### src/rtl/mdtw_pkg.sv
// Shared types and constants for the MIDI delta-time event writer.
`timescale 1ns / 1ps

package mdtw_pkg;

  // Variable-length quantity layout: seven value bits per byte, top bit continues.
  localparam int VLQ_BITS = 7;
  localparam logic [6:0] VLQ_MASK = 7'h7F;
  localparam logic [7:0] VLQ_CONT = 8'h80;
  localparam int MAX_DIGITS = 5;
  localparam int DIGIT_CNT_W = 3;

  // Item kinds carried on the input user field.
  localparam logic KIND_CMD = 1'b0;
  localparam logic KIND_SET_CLOCK = 1'b1;

  // Depth of the queue between front and back end.
  localparam int QUEUE_DEPTH = 4;
  localparam int QPTR_W = $clog2(QUEUE_DEPTH);

  // One input word, unpacked from the stream bus.
  typedef struct packed {
    logic       kind;
    logic [2:0] stream;
    logic [31:0] event_time;
    logic [7:0] cmd_byte;
    logic       first_of_cmd;
    logic       last_of_cmd;
  } mdtw_item_t;

  // One classified word waiting to be written out by the back end.
  typedef struct packed {
    logic [31:0]            delta;
    logic [DIGIT_CNT_W-1:0] ndig;
    logic [7:0]             cmd_byte;
    logic [2:0]             stream;
    logic                   last_of_cmd;
  } mdtw_entry_t;

endpackage

### src/rtl/mdtw_ram.sv
// Generic single-write, single-read RAM with registered read data.
`timescale 1ns / 1ps

module mdtw_ram #(
  parameter int WIDTH = 32,
  parameter int DEPTH = 8,
  parameter int AW    = (DEPTH > 1) ? $clog2(DEPTH) : 1
) (
  input  logic             clk,
  input  logic             we,
  input  logic [AW-1:0]    waddr,
  input  logic [WIDTH-1:0] wdata,
  input  logic             re,
  input  logic [AW-1:0]    raddr,
  output logic [WIDTH-1:0] rdata
);

  logic [WIDTH-1:0] mem [DEPTH];

  // Write port and registered read port.
  always_ff @(posedge clk) begin
    if (we) begin
      mem[waddr] <= wdata;
    end
    if (re) begin
      rdata <= mem[raddr];
    end
  end

endmodule

### src/rtl/mdtw_front.sv
// Front end: looks up the stream clock, works out the delta and classifies each word.
`timescale 1ns / 1ps

module mdtw_front #(
  parameter int NUM_STREAMS = 8
) (
  input  logic               clk,
  input  logic               rst,
  input  logic               in_valid,
  output logic               in_ready,
  input  mdtw_pkg::mdtw_item_t in_item,
  output logic               push,
  output mdtw_pkg::mdtw_entry_t push_entry,
  input  logic               q_full
);
  import mdtw_pkg::*;

  localparam int AW = (NUM_STREAMS > 1) ? $clog2(NUM_STREAMS) : 1;
  localparam int unsigned NS_U = NUM_STREAMS;

  // Word held while its stream clock is read.
  logic       s1_valid;
  mdtw_item_t s1;

  // Clock store with one valid bit per stream, plus the most recent write for forwarding.
  logic [NUM_STREAMS-1:0] clk_valid;
  logic                   lw_valid;
  logic [AW-1:0]          lw_addr;
  logic [31:0]            lw_data;
  logic [31:0]            rdata;
  logic                   dropping;

  logic          accept;
  logic          in_range_in;
  logic          s1_in_range;
  logic [AW-1:0] s1_addr;
  logic [31:0]   clock_cur;
  logic          late;
  logic [31:0]   delta;
  logic [DIGIT_CNT_W-1:0] ndig;
  logic          s1_push;
  logic          s1_write;
  logic          go;

  assign in_range_in = 32'(in_item.stream) < NS_U;
  assign s1_in_range = 32'(s1.stream) < NS_U;
  assign s1_addr     = AW'(s1.stream);

  assign accept   = in_valid && in_ready;
  assign in_ready = !s1_valid || go;

  mdtw_ram #(
    .WIDTH (32),
    .DEPTH (NUM_STREAMS),
    .AW    (AW)
  ) u_clock_ram (
    .clk   (clk),
    .we    (go && s1_write),
    .waddr (s1_addr),
    .wdata (s1.event_time),
    .re    (accept && in_range_in),
    .raddr (AW'(in_item.stream)),
    .rdata (rdata)
  );

  // Current clock of the word's stream: the latest write wins, an unwritten entry reads zero.
  always_comb begin
    if (lw_valid && (lw_addr == s1_addr)) begin
      clock_cur = lw_data;
    end else if (clk_valid[s1_addr]) begin
      clock_cur = rdata;
    end else begin
      clock_cur = '0;
    end
  end

  assign late  = s1.event_time < clock_cur;
  assign delta = s1.event_time - clock_cur;

  // Number of seven-bit groups needed for the delta.
  always_comb begin
    if (delta[31:28] != 4'd0) begin
      ndig = DIGIT_CNT_W'(MAX_DIGITS);
    end else if (delta[27:21] != 7'd0) begin
      ndig = DIGIT_CNT_W'(4);
    end else if (delta[20:14] != 7'd0) begin
      ndig = DIGIT_CNT_W'(3);
    end else if (delta[13:7] != 7'd0) begin
      ndig = DIGIT_CNT_W'(2);
    end else begin
      ndig = DIGIT_CNT_W'(1);
    end
  end

  // Classification of the held word.
  assign s1_push  = s1_valid && s1_in_range && (s1.kind == KIND_CMD) &&
                    (s1.first_of_cmd ? !late : !dropping);
  assign s1_write = s1_valid && s1_in_range &&
                    ((s1.kind == KIND_SET_CLOCK) || (s1.first_of_cmd && !late));
  assign go       = s1_valid && (!s1_push || !q_full);
  assign push     = go && s1_push;

  always_comb begin
    push_entry.delta       = delta;
    push_entry.ndig        = s1.first_of_cmd ? ndig : '0;
    push_entry.cmd_byte    = s1.cmd_byte;
    push_entry.stream      = s1.stream;
    push_entry.last_of_cmd = s1.last_of_cmd;
  end

  // Control state: held word, clock valid bits and the dropping flag.
  always_ff @(posedge clk) begin
    if (rst) begin
      s1_valid  <= 1'b0;
      clk_valid <= '0;
      lw_valid  <= 1'b0;
      dropping  <= 1'b0;
    end else begin
      if (accept) begin
        s1_valid <= 1'b1;
      end else if (go) begin
        s1_valid <= 1'b0;
      end
      if (go && s1_write) begin
        clk_valid[s1_addr] <= 1'b1;
        lw_valid           <= 1'b1;
      end
      if (go && s1_in_range && (s1.kind == KIND_CMD) && s1.first_of_cmd) begin
        dropping <= late;
      end
    end
  end

  // Payload registers.
  always_ff @(posedge clk) begin
    if (accept) begin
      s1 <= in_item;
    end
    if (go && s1_write) begin
      lw_addr <= s1_addr;
      lw_data <= s1.event_time;
    end
  end

endmodule

### src/rtl/mdtw_queue.sv
// Short queue of classified words between the front and back end.
`timescale 1ns / 1ps

module mdtw_queue (
  input  logic                  clk,
  input  logic                  rst,
  input  logic                  push,
  input  mdtw_pkg::mdtw_entry_t push_entry,
  output logic                  full,
  input  logic                  pop,
  output logic                  out_valid,
  output mdtw_pkg::mdtw_entry_t out_entry
);
  import mdtw_pkg::*;

  mdtw_entry_t      slots [QUEUE_DEPTH];
  logic [QPTR_W-1:0] wr_ptr;
  logic [QPTR_W-1:0] rd_ptr;
  logic [QPTR_W:0]   count;

  assign full      = count == (QPTR_W + 1)'(QUEUE_DEPTH);
  assign out_valid = count != '0;
  assign out_entry = slots[rd_ptr];

  // Pointers and fill count.
  always_ff @(posedge clk) begin
    if (rst) begin
      wr_ptr <= '0;
      rd_ptr <= '0;
      count  <= '0;
    end else begin
      if (push) begin
        wr_ptr <= wr_ptr + 1'b1;
      end
      if (pop) begin
        rd_ptr <= rd_ptr + 1'b1;
      end
      if (push && !pop) begin
        count <= count + 1'b1;
      end else if (pop && !push) begin
        count <= count - 1'b1;
      end
    end
  end

  // Storage.
  always_ff @(posedge clk) begin
    if (push) begin
      slots[wr_ptr] <= push_entry;
    end
  end

endmodule

### src/rtl/mdtw_back.sv
// Back end: writes the delta groups most significant first, then the command byte.
`timescale 1ns / 1ps

module mdtw_back (
  input  logic                  clk,
  input  logic                  rst,
  input  logic                  q_valid,
  input  mdtw_pkg::mdtw_entry_t q_entry,
  output logic                  q_pop,
  output logic                  out_valid,
  input  logic                  out_ready,
  output logic [7:0]            out_byte,
  output logic [2:0]            out_stream,
  output logic                  out_last,
  output logic                  out_eoe
);
  import mdtw_pkg::*;

  logic                   cur_valid;
  mdtw_entry_t            cur;
  logic [DIGIT_CNT_W-1:0] cur_idx;

  logic       advance;
  logic       on_cmd;
  logic [6:0] digit;
  logic [7:0] byte_sel;

  assign on_cmd  = cur_idx == '0;
  assign advance = cur_valid && (!out_valid || out_ready);
  assign q_pop   = q_valid && (!cur_valid || (advance && on_cmd));

  // Pick the group that the countdown points at.
  always_comb begin
    case (cur_idx)
      DIGIT_CNT_W'(1): digit = cur.delta[6:0];
      DIGIT_CNT_W'(2): digit = cur.delta[13:7];
      DIGIT_CNT_W'(3): digit = cur.delta[20:14];
      DIGIT_CNT_W'(4): digit = cur.delta[27:21];
      DIGIT_CNT_W'(5): digit = {3'd0, cur.delta[31:28]};
      default:         digit = '0;
    endcase
  end

  // Every group but the last carries the continuation bit.
  always_comb begin
    if (on_cmd) begin
      byte_sel = cur.cmd_byte;
    end else if (cur_idx != DIGIT_CNT_W'(1)) begin
      byte_sel = VLQ_CONT | {1'b0, digit & VLQ_MASK};
    end else begin
      byte_sel = {1'b0, digit & VLQ_MASK};
    end
  end

  // Control: current entry, its countdown and the output valid.
  always_ff @(posedge clk) begin
    if (rst) begin
      cur_valid <= 1'b0;
      out_valid <= 1'b0;
    end else begin
      if (advance) begin
        out_valid <= 1'b1;
      end else if (out_ready) begin
        out_valid <= 1'b0;
      end
      if (q_pop) begin
        cur_valid <= 1'b1;
      end else if (advance && on_cmd) begin
        cur_valid <= 1'b0;
      end
    end
  end

  // Payload: entry, countdown and the output word.
  always_ff @(posedge clk) begin
    if (q_pop) begin
      cur     <= q_entry;
      cur_idx <= q_entry.ndig;
    end else if (advance && !on_cmd) begin
      cur_idx <= cur_idx - 1'b1;
    end
    if (advance) begin
      out_byte   <= byte_sel;
      out_stream <= cur.stream;
      out_last   <= on_cmd;
      out_eoe    <= on_cmd && cur.last_of_cmd;
    end
  end

endmodule

### src/rtl/midi_delta_time_event_writer.sv
// Top level of the MIDI delta-time event writer. Each input word is either a command byte
// or a set-clock word for one of NUM_STREAMS streams. The first byte of a command is
// written as its delta from the stream clock, a big-endian variable-length quantity of one
// to five bytes, followed by the byte itself; later bytes pass straight through, and a
// command that starts before its stream clock is dropped whole. The input takes one word
// per cycle unless the queue is full; a first byte makes two to six output words, so the
// sustained rate is set by the back end, which writes one output word per cycle from its
// output register while m_tready is high. The front end reads the stream clock from a
// small RAM in the cycle after acceptance and forwards the newest write, and a four-entry
// queue lets the input keep flowing while the back end writes delta bytes. Stream clocks
// read as zero after reset through one valid bit per stream, so there is no clearing pass.
`timescale 1ns / 1ps

module midi_delta_time_event_writer #(
  parameter int NUM_STREAMS = 8
) (
  input  logic        clk,
  input  logic        rst,
  input  logic        s_tvalid,
  output logic        s_tready,
  // stream[2:0], event_time[34:3], cmd_byte[42:35], first_of_cmd[43], zero fill [47:44]
  input  logic [47:0] s_tdata,
  // kind[0]
  input  logic        s_tuser,
  input  logic        s_tlast,
  output logic        m_tvalid,
  input  logic        m_tready,
  // out_byte[7:0], out_stream[10:8], zero fill [15:11]
  output logic [15:0] m_tdata,
  // end_of_event[0]
  output logic        m_tuser,
  output logic        m_tlast
);
  import mdtw_pkg::*;

  mdtw_item_t  in_item;
  mdtw_entry_t push_entry;
  mdtw_entry_t q_entry;
  logic        push;
  logic        q_full;
  logic        q_valid;
  logic        q_pop;
  logic [7:0]  out_byte;
  logic [2:0]  out_stream;

  // Unpack the input word.
  always_comb begin
    in_item.kind         = s_tuser;
    in_item.stream       = s_tdata[2:0];
    in_item.event_time   = s_tdata[34:3];
    in_item.cmd_byte     = s_tdata[42:35];
    in_item.first_of_cmd = s_tdata[43];
    in_item.last_of_cmd  = s_tlast;
  end

  mdtw_front #(
    .NUM_STREAMS (NUM_STREAMS)
  ) u_front (
    .clk        (clk),
    .rst        (rst),
    .in_valid   (s_tvalid),
    .in_ready   (s_tready),
    .in_item    (in_item),
    .push       (push),
    .push_entry (push_entry),
    .q_full     (q_full)
  );

  mdtw_queue u_queue (
    .clk        (clk),
    .rst        (rst),
    .push       (push),
    .push_entry (push_entry),
    .full       (q_full),
    .pop        (q_pop),
    .out_valid  (q_valid),
    .out_entry  (q_entry)
  );

  mdtw_back u_back (
    .clk        (clk),
    .rst        (rst),
    .q_valid    (q_valid),
    .q_entry    (q_entry),
    .q_pop      (q_pop),
    .out_valid  (m_tvalid),
    .out_ready  (m_tready),
    .out_byte   (out_byte),
    .out_stream (out_stream),
    .out_last   (m_tlast),
    .out_eoe    (m_tuser)
  );

  // Pack the output word.
  assign m_tdata = {5'd0, out_stream, out_byte};

  // The input only stalls when the queue is full.
  a_stall_on_full : assert property (@(posedge clk) disable iff (rst)
    !s_tready |-> q_full)
    else $error("input stalled while the queue had room");

  // A taken delta byte is always followed at once by a valid word, the next of its run.
  a_run_unbroken : assert property (@(posedge clk) disable iff (rst)
    (m_tvalid && m_tready && !m_tlast) |=> m_tvalid)
    else $error("gap inside a delta-time run");

  // End of event only ever marks the command byte closing a run.
  a_eoe_on_last : assert property (@(posedge clk) disable iff (rst)
    (m_tvalid && m_tuser) |-> m_tlast)
    else $error("end of event on a delta byte");

endmodule

### config.mk
export PLATFORM = sky130hd
export DESIGN_NAME = midi_delta_time_event_writer
export DESIGN_NICKNAME = d
export VERILOG_FILES = /design/src/rtl/mdtw_pkg.sv /design/src/rtl/mdtw_ram.sv /design/src/rtl/mdtw_front.sv /design/src/rtl/mdtw_queue.sv /design/src/rtl/mdtw_back.sv /design/src/rtl/midi_delta_time_event_writer.sv
export SDC_FILE = /design/constraint.sdc
export NUM_CORES = 1
export LEC_CHECK = 0
export ABC_AREA = 1
export BUFFER_PORTS_ARGS = -buffer_cell sky130_fd_sc_hd__buf_2
export CAP_MARGIN = 10
export CORE_MARGIN = 2
export CORE_UTILIZATION = 30
export CTS_BUF_LIST = sky130_fd_sc_hd__clkbuf_8
export CTS_CLUSTER_SIZE = 28
export DETAILED_ROUTE_END_ITERATION = 10
export HOLD_SLACK_MARGIN = 0.12
export PLACE_DENSITY = 0.43
export SYNTH_ARGS = -nofsm -noshare
export SYNTH_HDL_FRONTEND = slang
export SYNTH_SLANG_ARGS = --single-unit
export TNS_END_PERCENT = 20
### constraint.sdc
create_clock -name clk -period 6.7 [get_ports clk]
set_input_delay 1.34 -clock clk [delete_from_list [all_inputs] [get_ports clk]]
set_output_delay 1.34 -clock clk [all_outputs]
set_load 0.05 [all_outputs]
Word level (Yosys, flattened, before mapping)
Memories as Yosys holds them, arrays and structs flattened. A register that Yosys moved wholly into a read port is not among the register bits.
Index checks and enable logic that the tools add are counted.
{"block": "word_totals", "regBits": 161, "mem_bits_rw": 444, "in_bits": 54, "elab_cells": 123, "n_memories": 2}
{"memory": "u_front.u_clock_ram.mem", "depth": 8, "word_bits": 32, "read_ports": 1, "rd_clocked_by_memory_dff": 1, "wr": 1, "line_no": "mdtw_ram.sv:18", "text": "logic [WIDTH-1:0] mem [DEPTH];"}
{"memory": "u_queue.slots", "depth": 4, "word_bits": 47, "read_ports": 1, "rd_clocked_by_memory_dff": 1, "wr": 1, "line_no": "mdtw_queue.sv:16", "text": "mdtw_entry_t slots [QUEUE_DEPTH];"}
{"block": "op_classes", "add_sub_neg": 6, "magnitude_cmp": 3, "n_eq_ne": 8, "mux": 31, "n_bitwise": 2, "reduce_logical": 45}
{"op": "$mux 32", "n": 2}
{"op": "$pmux 7 s5", "n": 1}
{"op": "$lt 32x32->1", "n": 1}
{"op": "$sub 32x32->32", "n": 1}
{"op": "$mux 3", "n": 8}
{"op": "$reduce_bool 7->1", "n": 3}
{"op": "$logic_and 1x1->1", "n": 19}
{"op": "$mux 8", "n": 2}
{"op": "$mux 1", "n": 13}
{"op": "$logic_not 1->1", "n": 10}
{"op": "$reduce_bool 2->1", "n": 5}
{"op": "$eq 3x3->1 const B", "n": 3}
{"op": "$or 8x8->8", "n": 1}
{"op": "$eq 3x2->1 const B", "n": 2}
{"op": "$mux 2", "n": 3}
{"op": "$sub 3x1->3 const B", "n": 2}
{"op": "$logic_or 1x1->1", "n": 5}
{"op": "$add 2x1->2 const B", "n": 2}
{"op": "$lt 3x4->1 const B", "n": 1}
{"op": "$reduce_bool 4->1", "n": 1}
{"op": "$add 3x1->3 const B", "n": 1}
{"op": "$bmux 1 s3", "n": 1}
{"op": "$demux 1 s3", "n": 1}
{"op": "$eq 3x1->1 const B", "n": 1}
{"op": "other kinds (6)", "n": 6}

Logic depth before layout (Yosys ltp)
Gate-level depths: netlist (run 1).
{"block": "depth", "depth_word": 16, "ltp_mapped": 30, "mapped_depth_nobuf": 29}

Hierarchy
From an unflattened synthesis (run 1), not the netlist that was laid out.
{"block": "hier_totals", "cells_unflattened": 2724, "area_unflattened_um2": 28817.6}
{"module": "mdtw_ram", "instances": 1, "cells_per_inst": 1156, "area_per_inst_um2": 12192.9, "seq_area_each_um2": 8648.3}
{"module": "mdtw_queue", "instances": 1, "cells_per_inst": 514, "area_per_inst_um2": 7826.3, "seq_area_each_um2": 5825.6}
{"module": "mdtw_front", "instances": 1, "cells_per_inst": 874, "area_per_inst_um2": 6329.8, "seq_area_each_um2": 2652.5}
{"module": "mdtw_back", "instances": 1, "cells_per_inst": 174, "area_per_inst_um2": 2427.3, "seq_area_each_um2": 1841.8}
{"module": "midi_delta_time_event_writer", "instances": 1, "cells_per_inst": 6, "area_per_inst_um2": 41.3, "seq_area_each_um2": 0.0}

Worst setup path after synthesis (run 1)
No wires, ideal clock.
{"block": "synth_timing", "kind": "reg2reg", "start": "register u_front.s1 (netlist bit u_front.s1_addr[0])", "end": "memory u_queue.slots[0][0] (netlist bit) (enable)", "setup_ps": 452, "arrival_ps": 5118, "path_slack_ps": 1131, "stages_incl_launch_ff": 23, "path_buffers": 1, "cell_sequence": "edfxtp_1 inv_1 nor3_1 o2bb2ai_1 a221oi_1 nand4_1 clkbuf_1 nand2_1 a21oi_1 ha_1 fa_1 inv_1 nand2_1 nand2_1 nand3_2 nand2_2 nand2_2 nand2_2 nand2_2 nand3_1 and3_1 nand2_2 nor2_1"}
{"block": "synth_between", "elab_chain_cells": 14, "elab_cells_between_ends": 16}
{"element": "start: declaration", "line_no": "mdtw_front.sv:23", "text": "mdtw_item_t s1;"}
{"element": "start signal: assignment", "line_no": "mdtw_front.sv:137", "text": "s1 <= in_item;"}
{"element": "$bmux 1 s3", "line_no": "mdtw_front.sv:70", "text": "end else if (clk_valid[s1_addr]) begin"}
{"element": "$mux 1 (not written as such)", "line_no": "mdtw_front.sv:70"}
{"element": "$mux 32", "line_no": "mdtw_front.sv:70"}
{"element": "$mux 32 (*)", "line_no": "mdtw_front.sv:68", "text": "if (lw_valid && (lw_addr == s1_addr)) begin"}
{"element": "$lt 32x32->1 (*)", "line_no": "mdtw_front.sv:77", "text": "assign late = s1.event_time < clock_cur;"}
{"element": "$logic_not 1->1 (*)", "line_no": "mdtw_front.sv:97", "text": "(s1.first_of_cmd ? !late : !dropping);"}
{"element": "$mux 1 (*)", "line_no": "mdtw_front.sv:97"}
{"element": "$logic_and 1x1->1 (*)", "line_no": "mdtw_front.sv:96", "text": "assign s1_push = s1_valid && s1_in_range && (s1.kind == KIND_CMD) &&"}
{"element": "$logic_not 1->1", "line_no": "mdtw_front.sv:100", "text": "assign go = s1_valid && (!s1_push || !q_full);"}
{"element": "$logic_or 1x1->1", "line_no": "mdtw_front.sv:100"}
{"element": "$logic_and 1x1->1", "line_no": "mdtw_front.sv:100"}
{"element": "$logic_and 1x1->1 (*)", "line_no": "mdtw_front.sv:101", "text": "assign push = go && s1_push;"}
{"element": "$mux 1 (*)", "line_no": "mdtw_queue.sv:48", "text": "if (push) begin"}
{"element": "$mux 1 (not written as such) (*)", "line_no": "mdtw_queue.sv:49", "text": "slots[wr_ptr] <= push_entry;"}
{"element": "end: declaration", "line_no": "mdtw_queue.sv:16"}
Every way passes the cells marked *; elsewhere a longest branch is shown, timed or not. The select of a mux whose other input is x is not followed.

Worst setup path after layout (run 1)
{"block": "layout_timing", "start": "register u_front.s1 (netlist bit u_front.s1_addr[0])", "end": "output port s_tready"}
{"block": "layout_between", "elab_chain_cells": 12, "elab_cells_between_ends": 14}
{"element": "$bmux 1 s3", "line_no": "mdtw_front.sv:70"}
{"element": "$mux 1 (not written as such)", "line_no": "mdtw_front.sv:70"}
{"element": "$mux 32", "line_no": "mdtw_front.sv:70"}
{"element": "$mux 32 (*)", "line_no": "mdtw_front.sv:68"}
{"element": "$lt 32x32->1 (*)", "line_no": "mdtw_front.sv:77"}
{"element": "$logic_not 1->1 (*)", "line_no": "mdtw_front.sv:97"}
{"element": "$mux 1 (*)", "line_no": "mdtw_front.sv:97"}
{"element": "$logic_and 1x1->1 (*)", "line_no": "mdtw_front.sv:96"}
{"element": "$logic_not 1->1 (*)", "line_no": "mdtw_front.sv:100"}
{"element": "$logic_or 1x1->1 (*)", "line_no": "mdtw_front.sv:100"}
{"element": "$logic_and 1x1->1 (*)", "line_no": "mdtw_front.sv:100"}
{"element": "$logic_or 1x1->1 (*)", "line_no": "mdtw_front.sv:50", "text": "assign in_ready = !s1_valid || go;"}
{"element": "end: declaration", "line_no": "midi_delta_time_event_writer.sv:20", "text": "output logic s_tready,"}
Marked as above.

==> flow_summary.ini, run 1 <==
[sta]
tns_ps = 0
tightest_slew_ps = 985
fin_ws_ps = 517
relSlewSlack_pct = 34.2
max_freq_mhz = 162
finalCriticalPeriod_ps = 6180
maxSlewViolCount = 0
skew_ps = 30.2
rsz0062_at_grt = no
finalHoldWorstSlack_ps = 427
setup_viol = 0
hold_viol_final = 0
period_share_pct = 92.3

[synth]
synth_common_cells = 617 x edfxtp_1, 390 x nor2_1, 350 x nand2_1
synth_warnings = 0
synth.most_common_cell = edfxtp_1
synthArstFlopShare_pct = 0
ys_types = 45
syn-instance-count = 2300
avgSynthCellArea_sq_um = 11.6
synth-edff-count = 617
synth_mux_area_share_pct = 0
syn-cell-area_sq_um = 26700
synth_compound_gate_area_share_pct = 9.29
seq_area_frac_synth_pct = 70.9
synthFlopType = edfxtp_1
synth_top_family_by_area = simple AND/OR/NAND/NOR gates
synthXorXnorAreaFrac_pct = 0.262
synth_top_area_share_pct = 69.3
synthAdderAreaFrac_pct = 2.11
yosysTopAreaCell = edfxtp_1
synth-seq-cells = 639
synthTopCellsByArea = edfxtp_1 69%, nor2_1 5.5%, o21ai_0 5.1%
synth-simple-area-share_pct = 13.2

[pwr]
power_leakage_nw = 11.1
p_seq_share_pct = 50.6
comb_power_share_pct = 17.5
ir_worst_vdd_mv = 0.252
p_clk_share_pct = 31.9
p_int_mw = 6.99
switchingPower_mw = 3.01
switching_share_pct = 30.1
power_density_nw_per_um2 = 328

[global_route]
antenna_found_initial = 2
grt_pass1_wl_um = 101000
track_usage_pct = 14.3
grt-ovfl-total = 0
grt_pass1_vias = 17300
grt_max_degree = 85

[route]
drt-total-wl_um = 65000
drc = 0
drt_iter0_drc = 1037
vias = 17000
antenna_left = 0
wire_per_inst_um = 17.7
via_per_inst = 4.63
dr.pass1.iters = 7

[cells_and_area]
syn_to_final_growth_pct = 13.9
utilization_pct = 34.5
nets = 2510
drive_gt1_share_pct = 11.2

[hold_path]
min_to = u_back.out_stream[0]
worstHoldPathType = reg -> reg
hold_start = u_back.cur[1]
worstHoldPathCells = 0

[placed_design]
routabilityCongestion = 0.836
hpwlAfterDp_um = 38600
preCtsSetupSlack_ps = 1170
io_buffers = 64

[setup_path]
critPathMaxStageDelay_ps = 560
cp-end-kind = primary output
path_common_cell = nand2_2
crit_type = reg -> out
arrival_ps = 4840
rr_worst_depth = 23
regToRegStartpoint = u_front.s1_addr[1]
path_max_fanout = 32
crit_chain = inv_1, nor3_1, o2bb2ai_1, a221oi_1, nand4_1, buf_4, nand2_1, a21oi_1, ha_1, fa_1, inv_1, nand2_1, nand2_1, nand3_2, nand2_2, nand2_2, nand2_2, nand2_2, nand3_1, nand4_2, buf_2
critPathLaunchType = flip-flop
crit_buf_inv = 4
slowest_stage = edfxtp_1
r2r_setup_slack_ps = 1630
required_ps = 5360
crit_family = simple AND/OR/NAND/NOR gates
reg2reg_to = u_queue.count[1]

[die]
rows = 109
die-area_sq_um = 91600
start_util_pct = 30.3
core_region_area_sq_um = 88400
die_height_um = 303
ios = 74
die_w_um = 303

[status]
status = complete, no violations

[clock_network]
clk_pin_slew_ps = 60
cts-root-buf = clkbuf_8
cts_resized = 0
clkSinkCount = 639
htreeDepth = 3
cts_buffer_depth = 3
cts_setup_buffers = 0
postCtsHoldBufs = 0
tritoncts = built
cts_made_buffers = 108
clk_latency_ps = 720

[job]
cap_violations = 0
[worst max path at each step]
stage                             from                   to  slack [ps]  cells after the start
detailed placement  u_front.s1_addr[0]             s_tready        1170                     21
floorplan           u_front.s1_addr[0]  u_queue.slots[0][0]        1130                     22
CTS                 u_front.s1_addr[0]             s_tready         350                     21
finish              u_front.s1_addr[0]             s_tready         520                     21
global placement    u_front.s1_addr[0]             s_tready        1170                     21
global route        u_front.s1_addr[0]             s_tready          40                     21
[flip-flops by register name (all words and copies together) (netlist names), 2 cells and up, named ones only]
register and cells:
u_back.out_stream 3, u_front.s1_addr 3, u_front.lw_addr 3, u_back.out_byte 8
u_queue.slots 188, u_front.u_clock_ram.mem 256, u_back.cur_idx 3, u_front.push_entry 9
u_queue.rd_ptr 2, u_front.s1 34, u_back.cur 44, u_front.clk_valid 8
u_queue.count 3, u_front.lw_data 32, u_front.u_clock_ram.rdata 32, u_queue.wr_ptr 2
[layer usage]
metal / track usage, % / share of wire (%) / vias up / wire, um
met5: 0 / 0 / - / 0
met4: 4.79 / 2.4 / 0 / 1590
met3: 2.32 / 3.3 / 113 / 2120
met2: 23.7 / 47 / 262 / 30700
met1: 19.0 / 47 / 8313 / 30600
li1: - / - / 8306 / -
[cell families (layout without fill, tap and decap cells)]
family	after synthesis	after routing
adders and majority gates	44	44
xor gates and xnor gates	8	8
buffers and inverters	293	491
other	1	7
DFF	639	639
and+or+nand+nor	864	864
AOI/OAI and AO/OA	451	451
[final cells by class]
class | count | area, sq um
diodes | 2 | 5.00
clock buffers | 113 | 1560
clock inverters | 87 | 428
fillers | 8798 | 57900
inverters | 196 | 738
multi-input cells | 1372 | 6710
flip-flops and latches | 639 | 19000
well taps | 1165 | 1460
repair buffers | 95 | 606
[layout by cell type (no fill, tap or decap), types with 37 or more instances in the layout]
master,n
a21oi_1,41
a31oi_1,37
buf_2,63
clkbuf_8,113
edfxtp_1,617
ha_1,42
inv_1,220
nand2_1,350
nand3_1,48
nor2_1,385
o21ai_0,273
o22ai_1,79
[power by group through the flow]
stage          Combinational, mW  Sequential (mW)  Clock, mW
6_report                    1.75             5.06       3.19
2_1_floorplan               1.08             5.20          0
3_5_place_dp                1.79             5.15          0
4_1_cts                     1.79             5.07       3.32
5_1_grt                     1.98             5.10       3.48
3_3_place_gp                1.76             5.14          0
[stage by stage]
step | cell area (sq um) | std cells | total power [mW]
final | 30500 | 3669 | 10.0
after global routing | 30500 | 3669 | 10.6
after CTS | 30500 | 3667 | 10.2
after detailed placement | 28500 | 3467 | 6.94
after global placement | 28500 | 3467 | 6.90
after floorplan | 26800 | 2304 | 6.28
Note: power is estimated with default switching activity, not from simulation.
==> inputs of run 2 (changes only) <==
Settings changed: RECOVER_POWER set to 25.
==> run 2 against run 1 <==
Core utilization barely moved. Sequential share of layout area is essentially flat. Design area about the same. Global-route usage unchanged. Via count barely moved. Sequential cell count stayed put. Power is essentially flat. Cell count is the same. Register-to-register slack about the same. Clock-buffer cell count stayed put. Clock skew hardly changed. Critical path type unchanged. Highest routed layer unchanged.
==> flow_summary.ini, run 2 (same netlist as run 1, synthesis figures left out) <==
[die]
core_region_area_sq_um = 88400
die-area_sq_um = 91600
die_w_um = 303
start_util_pct = 30.3
ios = 74
rows = 109
die_height_um = 303

[setup_path]
path_max_fanout = 32
cp-end-kind = primary output
critPathMaxStageDelay_ps = 560
crit_cells = 21
crit_chain = inv_1, nor3_1, o2bb2ai_1, a221oi_1, nand4_1, buf_4, nand2_1, a21oi_1, ha_1, fa_1, inv_1, nand2_1, nand2_1, nand3_2, nand2_2, nand2_2, nand2_2, nand2_2, nand3_1, nand4_2, buf_2
arrival_ps = 4840
path_common_cell = nand2_2
crit_family = simple AND/OR/NAND/NOR gates
crit_buf_inv = 4
required_ps = 5360
critPathLaunchType = flip-flop
crit_type = reg -> out
slowest_stage = edfxtp_1
rr_worst_depth = 23

[global_route]
grt_pass1_vias = 17300
track_usage_pct = 14.3
antenna_found_initial = 2
grt_max_degree = 85
grt_pass1_wl_um = 101000
grt-ovfl-total = 0

[sta]
finalCriticalPeriod_ps = 6180
relSlewSlack_pct = 34.2
finalHoldWorstSlack_ps = 427
period_share_pct = 92.3
tightest_slew_ps = 985
skew_ps = 30.3
hold_viol_final = 0
setup_viol = 0
tns_ps = 0
maxSlewViolCount = 0
max_freq_mhz = 162
rsz0062_at_grt = no

[pwr]
power_density_nw_per_um2 = 328
power_leakage_nw = 11.1
p_int_mw = 6.99
comb_power_share_pct = 17.5
switchingPower_mw = 3.01
p_clk_share_pct = 31.9
ir_worst_vdd_mv = 0.252
p_seq_share_pct = 50.6
switching_share_pct = 30.1

[clock_network]
cts_made_buffers = 108
cts_buffer_depth = 3
clk_latency_ps = 720
tritoncts = built
clkSinkCount = 639
cts_setup_buffers = 0
cts_resized = 0
postCtsHoldBufs = 0
clk_pin_slew_ps = 60
cts-root-buf = clkbuf_8
htreeDepth = 3

[cells_and_area]
top_register = u_front.u_clock_ram.mem
largest_reg_flops = 256
nets = 2510
reg_top3 = u_front.u_clock_ram.mem x256, u_queue.slots x188, u_back.cur x44
final_cell_mix = 617 x edfxtp_1, 385 x nor2_1, 350 x nand2_1, 273 x o21ai_0, 220 x inv_1
syn_to_final_growth_pct = 13.9
utilization_pct = 34.5
layout_commonest_cell = edfxtp_1
drive_gt1_share_pct = 11.1

[route]
drc = 0
drt_iter0_drc = 1037
vias = 17000
drt-total-wl_um = 65000
wire_per_inst_um = 17.7
via_per_inst = 4.63
dr.pass1.iters = 7
antenna_left = 0

[hold_path]
worstHoldPathType = reg -> reg
worstHoldPathCells = 0

[placed_design]
io_buffers = 64
hpwlAfterDp_um = 38600
routabilityCongestion = 0.836

[job]
cap_violations = 0

[status]
status = complete, no violations
## run 2: cell types whose count changed in the layout (fill, tap and decap cells not counted)
cell / delta
clkbuf_1: +2
buf_2: -2
## run 2: power groups by stage
stage / registers, mW / logic [mW] / clock network [mW]
after floorplan: 5.20 / 1.08 / 0
after global routing: 5.10 / 1.98 / 3.48
after detailed placement: 5.15 / 1.79 / 0
final: 5.06 / 1.75 / 3.19
after CTS: 5.07 / 1.79 / 3.32
after global placement: 5.14 / 1.76 / 0
## run 2: routing by layer
metal / up-vias / part of all wire [%] / GRT usage (%)
met2: 263 / 47 / 23.7
li1: 8306 / - / -
met3: 113 / 3.3 / 2.32
met4: 0 / 2.4 / 4.79
met5: - / 0 / 0
met1: 8315 / 47 / 19.0
## run 2: cell type report
| type | count | area, sq um |
|---|---|---|
| inverter | 196 | 738 |
| clock buffer | 113 | 1560 |
| sequential | 639 | 19000 |
| tap | 1165 | 1460 |
| antenna | 2 | 5.00 |
| timing repair buffer | 95 | 603 |
| fill | 8800 | 57900 |
| multi-input combinational | 1372 | 6710 |
| clock inverter | 87 | 428 |
## run 2: final timing paths
check / startpoint / to / slack [ps]
worst max-delay path: u_front.s1_addr[0] / s_tready / 520
worst min-delay path: u_back.cur[1] / u_back.out_stream[0] / 430
worst max register to register: u_front.s1_addr[1] / u_queue.count[1] / 1630
worst min register to register: u_back.cur[1] / u_back.out_stream[0] / 430
## run 2: per-stage QoR
stage                     total power [mW]  cells  instance area [sq um]  setup slack, ps
after global placement                6.90   3467                  28500             1170
after global routing                  10.6   3669                  30500             41.0
after detailed placement              6.94   3467                  28500             1170
after CTS                             10.2   3667                  30500              353
after floorplan                       6.28   2304                  26800             1130
final                                 10.0   3669                  30500              517
